[src/rtl/core/fwoi_pkg.sv]
// -----------------------------------------------------------------------------
// Four-wheel odometry integrator package
// Widths, codes, payload types and the control types of the shared
// shift-add/subtract unit.
// -----------------------------------------------------------------------------
package fwoi_pkg;

  localparam int unsigned READ_W     = 32;
  localparam int unsigned POS_W      = 48;
  localparam int unsigned SPD_W      = 32;

  localparam int unsigned RATIO_W    = 16;
  localparam int unsigned SPACING_W  = 21;
  localparam int unsigned PERIOD_W   = 20;
  localparam int unsigned CFG_DATA_W = 21;
  localparam int unsigned CFG_IDX_W  = 2;

  localparam int unsigned ACC_W      = 58;
  localparam int unsigned SR_W       = 49;
  localparam int unsigned OPND_W     = 35;
  localparam int unsigned REM_W      = 29;
  localparam int unsigned CNT_W      = 6;

  localparam logic [7:0] HEADER_ODOM = 8'h44;

  localparam logic [CFG_IDX_W-1:0] REG_UNIT_RATIO    = 2'd0;
  localparam logic [CFG_IDX_W-1:0] REG_WHEEL_SPACING = 2'd1;
  localparam logic [CFG_IDX_W-1:0] REG_SAMPLE_PERIOD = 2'd2;

  localparam logic [RATIO_W-1:0]   RATIO_RST   = 16'd1000;
  localparam logic [SPACING_W-1:0] SPACING_RST = 21'd13107;
  localparam logic [PERIOD_W-1:0]  PERIOD_RST  = 20'd50000;

  typedef struct packed {
    logic [7:0]               header_byte;
    logic                     frame_complete;
    logic signed [READ_W-1:0] left_front_reading;
    logic signed [READ_W-1:0] right_front_reading;
    logic signed [READ_W-1:0] left_back_reading;
    logic signed [READ_W-1:0] right_back_reading;
  } in_item_t;

  typedef struct packed {
    logic signed [POS_W-1:0] position_x;
    logic signed [POS_W-1:0] position_y;
    logic signed [POS_W-1:0] heading;
    logic signed [SPD_W-1:0] speed_x;
    logic signed [SPD_W-1:0] speed_y;
    logic signed [SPD_W-1:0] turn_rate;
  } out_item_t;

  typedef struct packed {
    logic [RATIO_W-1:0]   unit_ratio;
    logic [SPACING_W-1:0] wheel_spacing;
    logic [PERIOD_W-1:0]  sample_period_us;
  } cfg_t;

  typedef enum logic {
    ALU_MUL,
    ALU_DIV
  } alu_op_e;

  typedef struct packed {
    logic              start;
    alu_op_e           op;
    logic [CNT_W-1:0]  steps;
    logic [ACC_W-1:0]  acc_init;
    logic [SR_W-1:0]   sr_init;
    logic [OPND_W-1:0] opnd;
  } alu_cmd_t;

  typedef struct packed {
    logic             done;
    logic [ACC_W-1:0] acc;
    logic [SR_W-1:0]  sr;
  } alu_stat_t;

endpackage

[src/rtl/core/fwoi_alu.sv]
// -----------------------------------------------------------------------------
// Shared shift-add/subtract unit
// One bit per cycle: MSB-first shift-add multiply or restoring divide, with
// the remainder kept in the accumulator and quotient bits shifted into sr.
// -----------------------------------------------------------------------------
module fwoi_alu (
  input  logic                clk_i,
  input  logic                rst_ni,
  input  fwoi_pkg::alu_cmd_t  cmd_i,
  output fwoi_pkg::alu_stat_t stat_o
);

  logic [fwoi_pkg::ACC_W-1:0]  acc_q, acc_d;
  logic [fwoi_pkg::SR_W-1:0]   sr_q, sr_d;
  logic [fwoi_pkg::OPND_W-1:0] opnd_q;
  fwoi_pkg::alu_op_e           op_q;
  logic [fwoi_pkg::CNT_W-1:0]  cnt_q;
  logic                        busy_q;
  logic                        done_q;

  logic [fwoi_pkg::REM_W:0]    rem_sh;
  logic [fwoi_pkg::ACC_W-1:0]  add_a, add_b;
  logic                        add_cin;
  logic [fwoi_pkg::ACC_W:0]    sum;

  always_comb begin
    rem_sh = {acc_q[fwoi_pkg::REM_W-1:0], sr_q[fwoi_pkg::SR_W-1]};
    if (op_q == fwoi_pkg::ALU_DIV) begin
      add_a   = {{(fwoi_pkg::ACC_W-fwoi_pkg::REM_W-1){1'b0}}, rem_sh};
      add_b   = ~{{(fwoi_pkg::ACC_W-fwoi_pkg::OPND_W){1'b0}}, opnd_q};
      add_cin = 1'b1;
    end else begin
      add_a   = {acc_q[fwoi_pkg::ACC_W-2:0], 1'b0};
      add_b   = sr_q[fwoi_pkg::SR_W-1] ?
                {{(fwoi_pkg::ACC_W-fwoi_pkg::OPND_W){1'b0}}, opnd_q} : '0;
      add_cin = 1'b0;
    end
    sum = {1'b0, add_a} + {1'b0, add_b} + {{fwoi_pkg::ACC_W{1'b0}}, add_cin};
    if (op_q == fwoi_pkg::ALU_DIV) begin
      acc_d = sum[fwoi_pkg::ACC_W] ? sum[fwoi_pkg::ACC_W-1:0] : add_a;
      sr_d  = {sr_q[fwoi_pkg::SR_W-2:0], sum[fwoi_pkg::ACC_W]};
    end else begin
      acc_d = sum[fwoi_pkg::ACC_W-1:0];
      sr_d  = {sr_q[fwoi_pkg::SR_W-2:0], 1'b0};
    end
  end

  always_ff @(posedge clk_i or negedge rst_ni) begin
    if (!rst_ni) begin
      busy_q <= 1'b0;
      cnt_q  <= '0;
      done_q <= 1'b0;
    end else begin
      done_q <= 1'b0;
      if (cmd_i.start) begin
        busy_q <= 1'b1;
        cnt_q  <= cmd_i.steps;
      end else if (busy_q) begin
        cnt_q <= cnt_q - fwoi_pkg::CNT_W'(1);
        if (cnt_q == fwoi_pkg::CNT_W'(1)) begin
          busy_q <= 1'b0;
          done_q <= 1'b1;
        end
      end
    end
  end

  always_ff @(posedge clk_i) begin
    if (cmd_i.start) begin
      acc_q  <= cmd_i.acc_init;
      sr_q   <= cmd_i.sr_init;
      opnd_q <= cmd_i.opnd;
      op_q   <= cmd_i.op;
    end else if (busy_q) begin
      acc_q <= acc_d;
      sr_q  <= sr_d;
    end
  end

  always_comb begin
    stat_o.done = done_q;
    stat_o.acc  = acc_q;
    stat_o.sr   = sr_q;
  end

endmodule

[src/rtl/core/fwoi_seq.sv]
// -----------------------------------------------------------------------------
// Odometry sequencer
// Runs one frame through the shared unit: wheel scaling, mixing, pose
// increments, accumulation and velocities. Holds the odometry state.
// -----------------------------------------------------------------------------
module fwoi_seq (
  input  logic                clk_i,
  input  logic                rst_ni,
  input  logic                start_i,
  input  fwoi_pkg::in_item_t  item_i,
  input  fwoi_pkg::cfg_t      cfg_i,
  output logic                idle_o,
  output logic                res_valid_o,
  input  logic                res_ready_i,
  output fwoi_pkg::out_item_t res_o
);

  localparam int unsigned KC_W    = 22;
  localparam int unsigned US_W    = 20;
  localparam int unsigned SUM_W   = 36;
  localparam int unsigned DLT_W   = 33;
  localparam int unsigned CLAMP_W = 34;
  localparam int unsigned QSH     = 24;
  localparam int unsigned VSH     = 32;

  localparam logic [KC_W-1:0]    KX       = 22'd2154774;
  localparam logic [KC_W-1:0]    KY       = 22'd3471235;
  localparam logic [KC_W-1:0]    KW       = 22'd4085648;
  localparam logic [US_W-1:0]    US_PER_S = 20'd1000000;
  localparam logic [CLAMP_W-1:0] VCLAMP   = 34'h2_0000_0000;
  localparam logic [3:0]         SX_SUB   = 4'b1010;
  localparam logic [3:0]         SY_SUB   = 4'b0011;
  localparam logic [3:0]         SW_SUB   = 4'b1111;
  localparam logic [fwoi_pkg::ACC_W-1:0] HALF_Q24 =
    {{(fwoi_pkg::ACC_W-QSH){1'b0}}, 1'b1, {(QSH-1){1'b0}}};
  localparam logic [fwoi_pkg::SPD_W-1:0] SPD_MAX = 32'h7FFF_FFFF;
  localparam logic [fwoi_pkg::SPD_W-1:0] SPD_MIN = 32'h8000_0000;

  typedef enum logic [3:0] {
    S_IDLE,
    S_DIVR,
    S_SUM,
    S_MULX,
    S_MULY,
    S_MULH,
    S_DIVH,
    S_MULV,
    S_DIVV,
    S_OUT
  } state_e;

  state_e                          state_q;
  logic                            go_q;
  logic [1:0]                      idx_q;
  logic [1:0]                      vidx_q;
  logic [fwoi_pkg::READ_W-1:0]     rd_q     [4];
  logic [fwoi_pkg::READ_W-1:0]     scaled_q [4];
  logic [fwoi_pkg::READ_W-1:0]     prev_q   [4];
  logic                            first_q;
  logic [SUM_W-1:0]                sx_q, sy_q, sw_q;
  logic                            dneg_q   [3];
  logic [fwoi_pkg::SR_W-1:0]       dmag_q   [3];
  logic [fwoi_pkg::SPD_W-1:0]      spd_q    [3];
  logic [fwoi_pkg::POS_W-1:0]      accx_q, accy_q, acch_q;

  fwoi_pkg::alu_cmd_t              cmd;
  fwoi_pkg::alu_stat_t             stat;

  logic [fwoi_pkg::READ_W-1:0]     rd_cur, rd_mag, quo32, scaled_new, prev_sel;
  logic [DLT_W-1:0]                delta;
  logic [SUM_W-1:0]                dsext, sx_abs, sy_abs, sw_abs;
  logic [CLAMP_W-1:0]              qmag, vclamp;
  logic [fwoi_pkg::SR_W-1:0]       vmag;
  logic [fwoi_pkg::ACC_W-1:0]      dvd_bias, dvd;
  logic                            sat_v;
  logic [fwoi_pkg::SPD_W-1:0]      spd_new;

  fwoi_alu u_alu (
    .clk_i  (clk_i),
    .rst_ni (rst_ni),
    .cmd_i  (cmd),
    .stat_o (stat)
  );

  always_comb begin
    rd_cur     = rd_q[idx_q];
    rd_mag     = rd_cur[fwoi_pkg::READ_W-1] ? (~rd_cur + 32'd1) : rd_cur;
    quo32      = stat.sr[fwoi_pkg::READ_W-1:0];
    scaled_new = rd_cur[fwoi_pkg::READ_W-1] ? (~quo32 + 32'd1) : quo32;
    prev_sel   = first_q ? '0 : prev_q[idx_q];
    delta      = {scaled_q[idx_q][fwoi_pkg::READ_W-1], scaled_q[idx_q]}
               - {prev_sel[fwoi_pkg::READ_W-1], prev_sel};
    dsext      = {{(SUM_W-DLT_W){delta[DLT_W-1]}}, delta};
    sx_abs     = sx_q[SUM_W-1] ? (~sx_q + 36'd1) : sx_q;
    sy_abs     = sy_q[SUM_W-1] ? (~sy_q + 36'd1) : sy_q;
    sw_abs     = sw_q[SUM_W-1] ? (~sw_q + 36'd1) : sw_q;
    qmag       = stat.acc[fwoi_pkg::ACC_W-1:QSH];
    vmag       = dmag_q[vidx_q];
    vclamp     = (vmag > fwoi_pkg::SR_W'(VCLAMP)) ? VCLAMP : vmag[CLAMP_W-1:0];
    dvd_bias   = (state_q == S_DIVH)
               ? fwoi_pkg::ACC_W'({cfg_i.wheel_spacing, 7'b0})
               : fwoi_pkg::ACC_W'(cfg_i.sample_period_us >> 1);
    dvd        = stat.acc + dvd_bias;
    sat_v      = dvd[fwoi_pkg::ACC_W-1:VSH]
               >= (fwoi_pkg::ACC_W-VSH)'(cfg_i.sample_period_us);
    if (dneg_q[vidx_q]) begin
      spd_new = (quo32[31] && (quo32[30:0] != '0)) ? SPD_MIN : (~quo32 + 32'd1);
    end else begin
      spd_new = quo32[31] ? SPD_MAX : quo32;
    end
  end

  always_comb begin
    cmd       = '0;
    cmd.start = go_q;
    cmd.op    = fwoi_pkg::ALU_MUL;
    case (state_q)
      S_DIVR: begin
        cmd.op      = fwoi_pkg::ALU_DIV;
        cmd.steps   = fwoi_pkg::CNT_W'(fwoi_pkg::READ_W);
        cmd.sr_init = {rd_mag, {(fwoi_pkg::SR_W-fwoi_pkg::READ_W){1'b0}}};
        cmd.opnd    = fwoi_pkg::OPND_W'(cfg_i.unit_ratio);
      end
      S_MULX: begin
        cmd.steps    = fwoi_pkg::CNT_W'(KC_W);
        cmd.acc_init = HALF_Q24 >> KC_W;
        cmd.sr_init  = {KX, {(fwoi_pkg::SR_W-KC_W){1'b0}}};
        cmd.opnd     = fwoi_pkg::OPND_W'(sx_abs);
      end
      S_MULY: begin
        cmd.steps    = fwoi_pkg::CNT_W'(KC_W);
        cmd.acc_init = HALF_Q24 >> KC_W;
        cmd.sr_init  = {KY, {(fwoi_pkg::SR_W-KC_W){1'b0}}};
        cmd.opnd     = fwoi_pkg::OPND_W'(sy_abs);
      end
      S_MULH: begin
        cmd.steps    = fwoi_pkg::CNT_W'(KC_W);
        cmd.sr_init  = {KW, {(fwoi_pkg::SR_W-KC_W){1'b0}}};
        cmd.opnd     = fwoi_pkg::OPND_W'(sw_abs);
      end
      S_DIVH: begin
        cmd.op       = fwoi_pkg::ALU_DIV;
        cmd.steps    = fwoi_pkg::CNT_W'(fwoi_pkg::SR_W);
        cmd.acc_init = dvd >> fwoi_pkg::SR_W;
        cmd.sr_init  = dvd[fwoi_pkg::SR_W-1:0];
        cmd.opnd     = fwoi_pkg::OPND_W'({cfg_i.wheel_spacing, 8'b0});
      end
      S_MULV: begin
        cmd.steps    = fwoi_pkg::CNT_W'(US_W);
        cmd.sr_init  = {US_PER_S, {(fwoi_pkg::SR_W-US_W){1'b0}}};
        cmd.opnd     = fwoi_pkg::OPND_W'(vclamp);
      end
      S_DIVV: begin
        cmd.op       = fwoi_pkg::ALU_DIV;
        cmd.steps    = fwoi_pkg::CNT_W'(VSH);
        cmd.acc_init = dvd >> VSH;
        cmd.sr_init  = {dvd[VSH-1:0], {(fwoi_pkg::SR_W-VSH){1'b0}}};
        cmd.opnd     = fwoi_pkg::OPND_W'(cfg_i.sample_period_us);
      end
      default: ;
    endcase
  end

  always_ff @(posedge clk_i or negedge rst_ni) begin
    if (!rst_ni) begin
      state_q <= S_IDLE;
      go_q    <= 1'b0;
      idx_q   <= '0;
      vidx_q  <= '0;
      first_q <= 1'b1;
      sx_q    <= '0;
      sy_q    <= '0;
      sw_q    <= '0;
      accx_q  <= '0;
      accy_q  <= '0;
      acch_q  <= '0;
      for (int i = 0; i < 4; i++) begin
        rd_q[i]     <= '0;
        scaled_q[i] <= '0;
        prev_q[i]   <= '0;
      end
      for (int j = 0; j < 3; j++) begin
        dneg_q[j] <= 1'b0;
        dmag_q[j] <= '0;
        spd_q[j]  <= '0;
      end
    end else begin
      case (state_q)
        S_IDLE: begin
          if (start_i) begin
            rd_q[0] <= item_i.left_front_reading;
            rd_q[1] <= item_i.right_front_reading;
            rd_q[2] <= item_i.left_back_reading;
            rd_q[3] <= item_i.right_back_reading;
            sx_q    <= '0;
            sy_q    <= '0;
            sw_q    <= '0;
            idx_q   <= '0;
            go_q    <= 1'b1;
            state_q <= S_DIVR;
          end
        end
        S_DIVR: begin
          go_q <= 1'b0;
          if (stat.done) begin
            scaled_q[idx_q] <= scaled_new;
            if (idx_q == 2'd3) begin
              idx_q   <= '0;
              state_q <= S_SUM;
            end else begin
              idx_q <= idx_q + 2'd1;
              go_q  <= 1'b1;
            end
          end
        end
        S_SUM: begin
          sx_q          <= SX_SUB[idx_q] ? (sx_q - dsext) : (sx_q + dsext);
          sy_q          <= SY_SUB[idx_q] ? (sy_q - dsext) : (sy_q + dsext);
          sw_q          <= SW_SUB[idx_q] ? (sw_q - dsext) : (sw_q + dsext);
          prev_q[idx_q] <= scaled_q[idx_q];
          if (idx_q == 2'd3) begin
            first_q <= 1'b0;
            go_q    <= 1'b1;
            state_q <= S_MULX;
          end else begin
            idx_q <= idx_q + 2'd1;
          end
        end
        S_MULX: begin
          go_q <= 1'b0;
          if (stat.done) begin
            dmag_q[0] <= fwoi_pkg::SR_W'(qmag);
            dneg_q[0] <= sx_q[SUM_W-1];
            accx_q    <= sx_q[SUM_W-1] ? (accx_q - fwoi_pkg::POS_W'(qmag))
                                       : (accx_q + fwoi_pkg::POS_W'(qmag));
            go_q      <= 1'b1;
            state_q   <= S_MULY;
          end
        end
        S_MULY: begin
          go_q <= 1'b0;
          if (stat.done) begin
            dmag_q[1] <= fwoi_pkg::SR_W'(qmag);
            dneg_q[1] <= sy_q[SUM_W-1];
            accy_q    <= sy_q[SUM_W-1] ? (accy_q - fwoi_pkg::POS_W'(qmag))
                                       : (accy_q + fwoi_pkg::POS_W'(qmag));
            go_q      <= 1'b1;
            state_q   <= S_MULH;
          end
        end
        S_MULH: begin
          go_q <= 1'b0;
          if (stat.done) begin
            go_q    <= 1'b1;
            state_q <= S_DIVH;
          end
        end
        S_DIVH: begin
          go_q <= 1'b0;
          if (stat.done) begin
            dmag_q[2] <= stat.sr;
            dneg_q[2] <= sw_q[SUM_W-1];
            acch_q    <= sw_q[SUM_W-1] ? (acch_q - stat.sr[fwoi_pkg::POS_W-1:0])
                                       : (acch_q + stat.sr[fwoi_pkg::POS_W-1:0]);
            vidx_q    <= '0;
            go_q      <= 1'b1;
            state_q   <= S_MULV;
          end
        end
        S_MULV: begin
          go_q <= 1'b0;
          if (stat.done) begin
            if (sat_v) begin
              spd_q[vidx_q] <= dneg_q[vidx_q] ? SPD_MIN : SPD_MAX;
              if (vidx_q == 2'd2) begin
                state_q <= S_OUT;
              end else begin
                vidx_q <= vidx_q + 2'd1;
                go_q   <= 1'b1;
              end
            end else begin
              go_q    <= 1'b1;
              state_q <= S_DIVV;
            end
          end
        end
        S_DIVV: begin
          go_q <= 1'b0;
          if (stat.done) begin
            spd_q[vidx_q] <= spd_new;
            if (vidx_q == 2'd2) begin
              state_q <= S_OUT;
            end else begin
              vidx_q  <= vidx_q + 2'd1;
              go_q    <= 1'b1;
              state_q <= S_MULV;
            end
          end
        end
        S_OUT: begin
          if (res_ready_i) begin
            state_q <= S_IDLE;
          end
        end
        default: begin
          go_q    <= 1'b0;
          state_q <= S_IDLE;
        end
      endcase
    end
  end

  always_comb begin
    idle_o           = (state_q == S_IDLE);
    res_valid_o      = (state_q == S_OUT);
    res_o.position_x = accx_q;
    res_o.position_y = accy_q;
    res_o.heading    = acch_q;
    res_o.speed_x    = spd_q[0];
    res_o.speed_y    = spd_q[1];
    res_o.turn_rate  = spd_q[2];
  end

endmodule

[src/rtl/core/four_wheel_odometry_integrator.sv]
// -----------------------------------------------------------------------------
// Four-wheel odometry integrator
// Dead-reckons a mecanum base from frames of four cumulative wheel readings
// (Q16.16). A frame transfer with header 0x44 and frame_complete set yields
// one result: x, y and heading accumulated in wrapping Q32.16, and saturated
// Q16.16 x, y and yaw rates. Other frames are taken and dropped. The
// multiplies and divides run through one shift-add/subtract unit that retires
// one multiplier or quotient bit per cycle: four 32-step divides by
// unit_ratio, three 22-step constant multiplies, a 49-step heading divide,
// and for each rate a 20-step multiply plus a 32-step divide by
// sample_period_us; a rate that saturates skips its divide. A valid frame
// holds the input until its result loads into the result register. The
// result register frees the sequencer as soon as it loads, so the next frame
// transfer can start while a result still waits downstream. A zero register
// value acts as one.
// -----------------------------------------------------------------------------
module four_wheel_odometry_integrator (
  input  logic                               clk_i,
  input  logic                               rst_ni,
  input  logic                               cfg_we_i,
  input  logic [fwoi_pkg::CFG_IDX_W-1:0]     cfg_index_i,
  input  logic [fwoi_pkg::CFG_DATA_W-1:0]    cfg_data_i,
  input  logic                               in_valid_i,
  output logic                               in_ready_o,
  input  fwoi_pkg::in_item_t                 in_item_i,
  output logic                               out_valid_o,
  input  logic                               out_ready_i,
  output fwoi_pkg::out_item_t                out_item_o
);

  logic [fwoi_pkg::RATIO_W-1:0]   ratio_q;
  logic [fwoi_pkg::SPACING_W-1:0] spacing_q;
  logic [fwoi_pkg::PERIOD_W-1:0]  period_q;
  fwoi_pkg::cfg_t                 cfg_eff;

  logic                           seq_idle;
  logic                           seq_start;
  logic                           frame_ok;
  logic                           res_valid;
  logic                           load_ok;
  fwoi_pkg::out_item_t            res;

  logic                           out_valid_q;
  fwoi_pkg::out_item_t            out_item_q;

  always_ff @(posedge clk_i or negedge rst_ni) begin
    if (!rst_ni) begin
      ratio_q   <= fwoi_pkg::RATIO_RST;
      spacing_q <= fwoi_pkg::SPACING_RST;
      period_q  <= fwoi_pkg::PERIOD_RST;
    end else if (cfg_we_i) begin
      case (cfg_index_i)
        fwoi_pkg::REG_UNIT_RATIO:    ratio_q   <= cfg_data_i[fwoi_pkg::RATIO_W-1:0];
        fwoi_pkg::REG_WHEEL_SPACING: spacing_q <= cfg_data_i[fwoi_pkg::SPACING_W-1:0];
        fwoi_pkg::REG_SAMPLE_PERIOD: period_q  <= cfg_data_i[fwoi_pkg::PERIOD_W-1:0];
        default: ;
      endcase
    end
  end

  always_comb begin
    cfg_eff.unit_ratio       = (ratio_q == '0) ? fwoi_pkg::RATIO_W'(1) : ratio_q;
    cfg_eff.wheel_spacing    = (spacing_q == '0) ? fwoi_pkg::SPACING_W'(1) : spacing_q;
    cfg_eff.sample_period_us = (period_q == '0) ? fwoi_pkg::PERIOD_W'(1) : period_q;
  end

  assign in_ready_o = seq_idle;
  assign frame_ok   = (in_item_i.header_byte == fwoi_pkg::HEADER_ODOM)
                    && in_item_i.frame_complete;
  assign seq_start  = in_valid_i && in_ready_o && frame_ok;
  assign load_ok    = !out_valid_q || out_ready_i;

  fwoi_seq u_seq (
    .clk_i       (clk_i),
    .rst_ni      (rst_ni),
    .start_i     (seq_start),
    .item_i      (in_item_i),
    .cfg_i       (cfg_eff),
    .idle_o      (seq_idle),
    .res_valid_o (res_valid),
    .res_ready_i (load_ok),
    .res_o       (res)
  );

  always_ff @(posedge clk_i or negedge rst_ni) begin
    if (!rst_ni) begin
      out_valid_q <= 1'b0;
    end else if (res_valid && load_ok) begin
      out_valid_q <= 1'b1;
    end else if (out_ready_i) begin
      out_valid_q <= 1'b0;
    end
  end

  always_ff @(posedge clk_i) begin
    if (res_valid && load_ok) begin
      out_item_q <= res;
    end
  end

  assign out_valid_o = out_valid_q;
  assign out_item_o  = out_item_q;

endmodule
[config.mk]
export PLATFORM = sky130hd
export DESIGN_NAME = four_wheel_odometry_integrator
export DESIGN_NICKNAME = d
export VERILOG_FILES = /design/src/rtl/core/fwoi_pkg.sv /design/src/rtl/core/fwoi_alu.sv /design/src/rtl/core/fwoi_seq.sv /design/src/rtl/core/four_wheel_odometry_integrator.sv
export SDC_FILE = /design/constraint.sdc
export NUM_CORES = 2
export LEC_CHECK = 0
export ABC_AREA = 0
export BUFFER_PORTS_ARGS = -buffer_cell sky130_fd_sc_hd__buf_4
export CORE_MARGIN = 2
export CORE_UTILIZATION = 45
export CTS_BUF_LIST = sky130_fd_sc_hd__clkbuf_16
export CTS_CLUSTER_SIZE = 28
export DETAILED_ROUTE_END_ITERATION = 10
export GPL_TIMING_DRIVEN = 0
export SLEW_MARGIN = 10
export SYNTH_ARGS = -nofsm -noshare
export SYNTH_HDL_FRONTEND = slang
export SYNTH_HIERARCHICAL = 1
export SYNTH_SLANG_ARGS = --single-unit
[constraint.sdc]
create_clock -name clk_i -period 11.5 [get_ports clk_i]
set_input_delay 1.15 -clock clk_i [delete_from_list [all_inputs] [get_ports clk_i]]
set_output_delay 1.15 -clock clk_i [all_outputs]
set_load 0.05 [all_outputs]
==> results.md <==
* Final setup fails at 0
* FP Rows at 155
* Placed cell count at 11146
* Largest net degree at the start of global routing at approximately 160
* Gate power share at under 10%
* Layout cells sized above 1 at ~14%
* #FFs+latches synth at between 1000 and 1500
* Share of the yosys chip area belonging to registers at a little over two fifths
* Synth async-reset ratio at about 71%
* Non-Filler Instances at ~11000
* WP data arrival at 11970 ps
* Sequential power share at ~47%
* Crit path buf inv count at 9
* Core area at 178000 um^2
* Post-Synthesis Cells at 8336
* Reg-to-Reg End: u_seq/res_o[29]
* Peak VDD IR at roughly 140 uV
* Final worst slack at 293 ps
* Switch Pwr at about 2.5 mW
* Routed length on met2 at 139000 um
* Crit Path Max Fanout at 10
* Slew Limit Fails at 0
* Mapped Area at 80700 um^2
* Clk_lat worst skew at approximately 860 ps
* Final Total Pwr at 10.3 mW
* Starting Density at 45.3%
* CP max stage cell: xnor2_1
* Root buffer cell: clkbuf_16
* Starting DRT DRC Count at 7230
* Top Layer Used: met5
* GRT Overall Usage at around 33%
* Final Net Count at 9492
* Synth top cells by count: nand2_1, dfrtp_1, o21ai_0, nor2_1, a21oi_1
* Vias post-DR at roughly 69000
* Internal power at 7.76 mW
* Die H at approximately 430 um
* Min Tclk post-route at between 10000 and 15000 ps
* Crit share post-route at between 90% and 100%
* Dpl cell area at 87200 um^2
* PortBufs at roughly 400
* WS Path Type: reg2reg
* Most numerous cell in the Yosys netlist: nand2_1
* Syn avg cell area at slightly below 10 um^2
* Inserted Clock Buffers at around 150
* Placement Setup Slack at -1390 ps
* Final hold slack at 242 ps
* Metal3 WL at approximately 22000 um
* TritonCTS clock tree: done
* Final Wtd Congestion at between 1 and 1.5
* Synth Warn # at 6
* Top cells by area, synth: dfrtp_1, edfxtp_1, nand2_1, ha_1, xnor2_1
* Antenna Nets Post-Route at 0
* Max-cap violations at 0
* Leak at a little over 40 nW
* Antenna violations before repair at 9
* Global-route wire length before repair at 444000 um
* Die area at roughly 180000 um^2
* Crit end category: flip-flop
* Drt via density at about 6
* Clk network pwr share at between 40% and 50%
* Detailed placement HPWL at 243000 um
* Reg2reg path depth at 36
* Most used cell, CP: clkbuf_1
* H-tree depth at 4
* Rel. slew slack at 7.83%
* Clock slew at reported path FFs at 60 ps
* Final Cell Area at a little over 90000 um^2
* I/O pin count at 407
* Unrepaired setup endpoints after global routing: no
* Die X at ~430 um
* Routed wire length at roughly 300000 um
* FMAX at 89.2 MHz
* Average wire per standard cell at between 20 and 30 um
* Final hold vios at 0
* Min-Delay Path Class: in2async
* Top_reg_cell synth: dfrtp_1
* Longest Clk Path Bufs at 3
* Setup tns final at 0 ps
* Layout Utilization at 51.8%
* DRC at 0
* Vias in the first global route at approximately 66000
* Post-synth top area cell: dfrtp_1
* Reg2reg setup slack at approximately 290 ps
* Critical path's largest stage delay at slightly above 1000 ps
* WL met1 at about 130000 um
* Element type at the critical path start: flip-flop
* Worst Skew at roughly 62 ps
* Synth-to-Final Area Change at 14.4%
* Global route overflow at 0
* Synth cell types at roughly 120
* Delay-heaviest family, CP: buffers and inverters
* DR pass1 iterations at 8
* Critical R2R Launch: u_seq/state_q[2]
* Post-synth EDFFs at between 300 and 400
* CP required at around 12000 ps
* Switching share of total power at between 20 and 25%
* Clock Sinks at roughly 1300
* Synth top area share at between 20% and 30%
* Worst-Margin Slew at ~1400 ps
* Outcome: finished, final reports clean
* Hold buffer count at CTS at 0
* Power Density at roughly 110 nW/um^2
registers in the layout, summed over array words and instances (netlist names), 36 cells and up:
name	cells
u_seq/rd_q	128
u_seq/dmag_q	117
u_seq/acch_q	48
u_seq/accy_q	48
u_seq/res_o	96
u_seq/sw_q	36
u_seq/u_alu/acc_q	58
u_seq/sy_q	36
u_seq/accx_q	48
u_seq/prev_q	128
u_seq/u_alu/sr_q	49
u_seq/sx_q	36
u_seq/scaled_q	128
out_item_o	240
cell usage in the layout, fill, tap and decap left out, types with 95 or more instances in the layout:
| master | n |
|---|---|
| dfrtp_1 | 906 |
| buf_4 | 420 |
| nand3_1 | 170 |
| a21o_1 | 193 |
| ha_1 | 377 |
| xnor2_1 | 428 |
| xor2_1 | 223 |
| o21ai_0 | 738 |
| inv_1 | 210 |
| nand2_1 | 1285 |
| clkbuf_16 | 152 |
| clkbuf_1 | 386 |
| nand2b_1 | 121 |
| nor3_1 | 110 |
| edfxtp_1 | 383 |
| a21oi_1 | 439 |
| mux2_2 | 335 |
| mux4_2 | 95 |
| nor2_1 | 490 |
power groups by stage:
| stage | clock, mW | sequential (mW) | combinational [mW] |
|---|---|---|---|
| after global routing | 5.11 | 4.87 | 0.598 |
| after floorplan | 0 | 4.94 | 0.262 |
| after CTS | 4.93 | 4.87 | 0.556 |
| after detailed placement | 0 | 4.96 | 0.554 |
| final | 4.84 | 4.87 | 0.563 |
| after global placement | 0 | 4.96 | 0.544 |
routing by layer:
layer,track usage [%],vias up
met4,15.6,2
met2,52.0,2890
met1,44.9,34114
met3,4.86,550
met5,0,-
li1,-,31079
layout make-up:
cell class                 count  area (um^2)
fill                       16401        86000
antenna                        4         10.0
sequential                  1311        34800
tap                         2355         2950
inverter                     192          727
buffer                       498         2140
clock inverter               125         1160
multi-input combinational   6365        43300
timing repair buffer         423         3430
clock buffer                 152         3800
worst max path at each step:
stage | startpoint | to | slack [ps] | cells past startpoint
floorplan | u_seq/idx_q[0] | u_seq/sx_q[34] | 2650 | 36
global placement | rst_ni | u_seq/prev_q[11] | -2340 | 1
detailed placement | u_seq/idx_q[1] | u_seq/sx_q[34] | -1390 | 34
CTS | u_seq/idx_q[0] | u_seq/sx_q[34] | 20 | 36
global route | u_seq/state_q[2] | u_seq/res_o[29] | 40 | 35
finish | u_seq/state_q[2] | u_seq/res_o[29] | 290 | 36
worst reg2reg max path, delay by kind of cell (launching register included):
kind | cells | cell delay (ps)
flip-flops | 1 | 320
XOR/XNOR | 1 | 1020
buffers and inverters | 9 | 3720
AO/OA/AOI/OAI | 13 | 3290
multiplexers | 1 | 140
AND/OR/NAND/NOR | 10 | 1870
adder cells (fa/ha/maj) | 2 | 790
repair_timing:
item,4_1_cts,5_1_grt
endpoints found under the setup margin,22,108
endpoints found under the hold margin,0,0
setup buffers,0,0
gates resized for setup,10,12
cells by family after synthesis:
| group | share of synthesized area, % |
|---|---|
| multiplexers | 8.28 |
| buffers and inverters | 3.54 |
| AO/OA/AOI/OAI | 16.4 |
| XOR/XNOR | 7.13 |
| adder cells (fa/ha/maj) | 6.10 |
| flip-flops | 43.1 |
| other | 0.00465 |
| AND/OR/NAND/NOR | 15.5 |
Power figures use the tool's default switching activity.
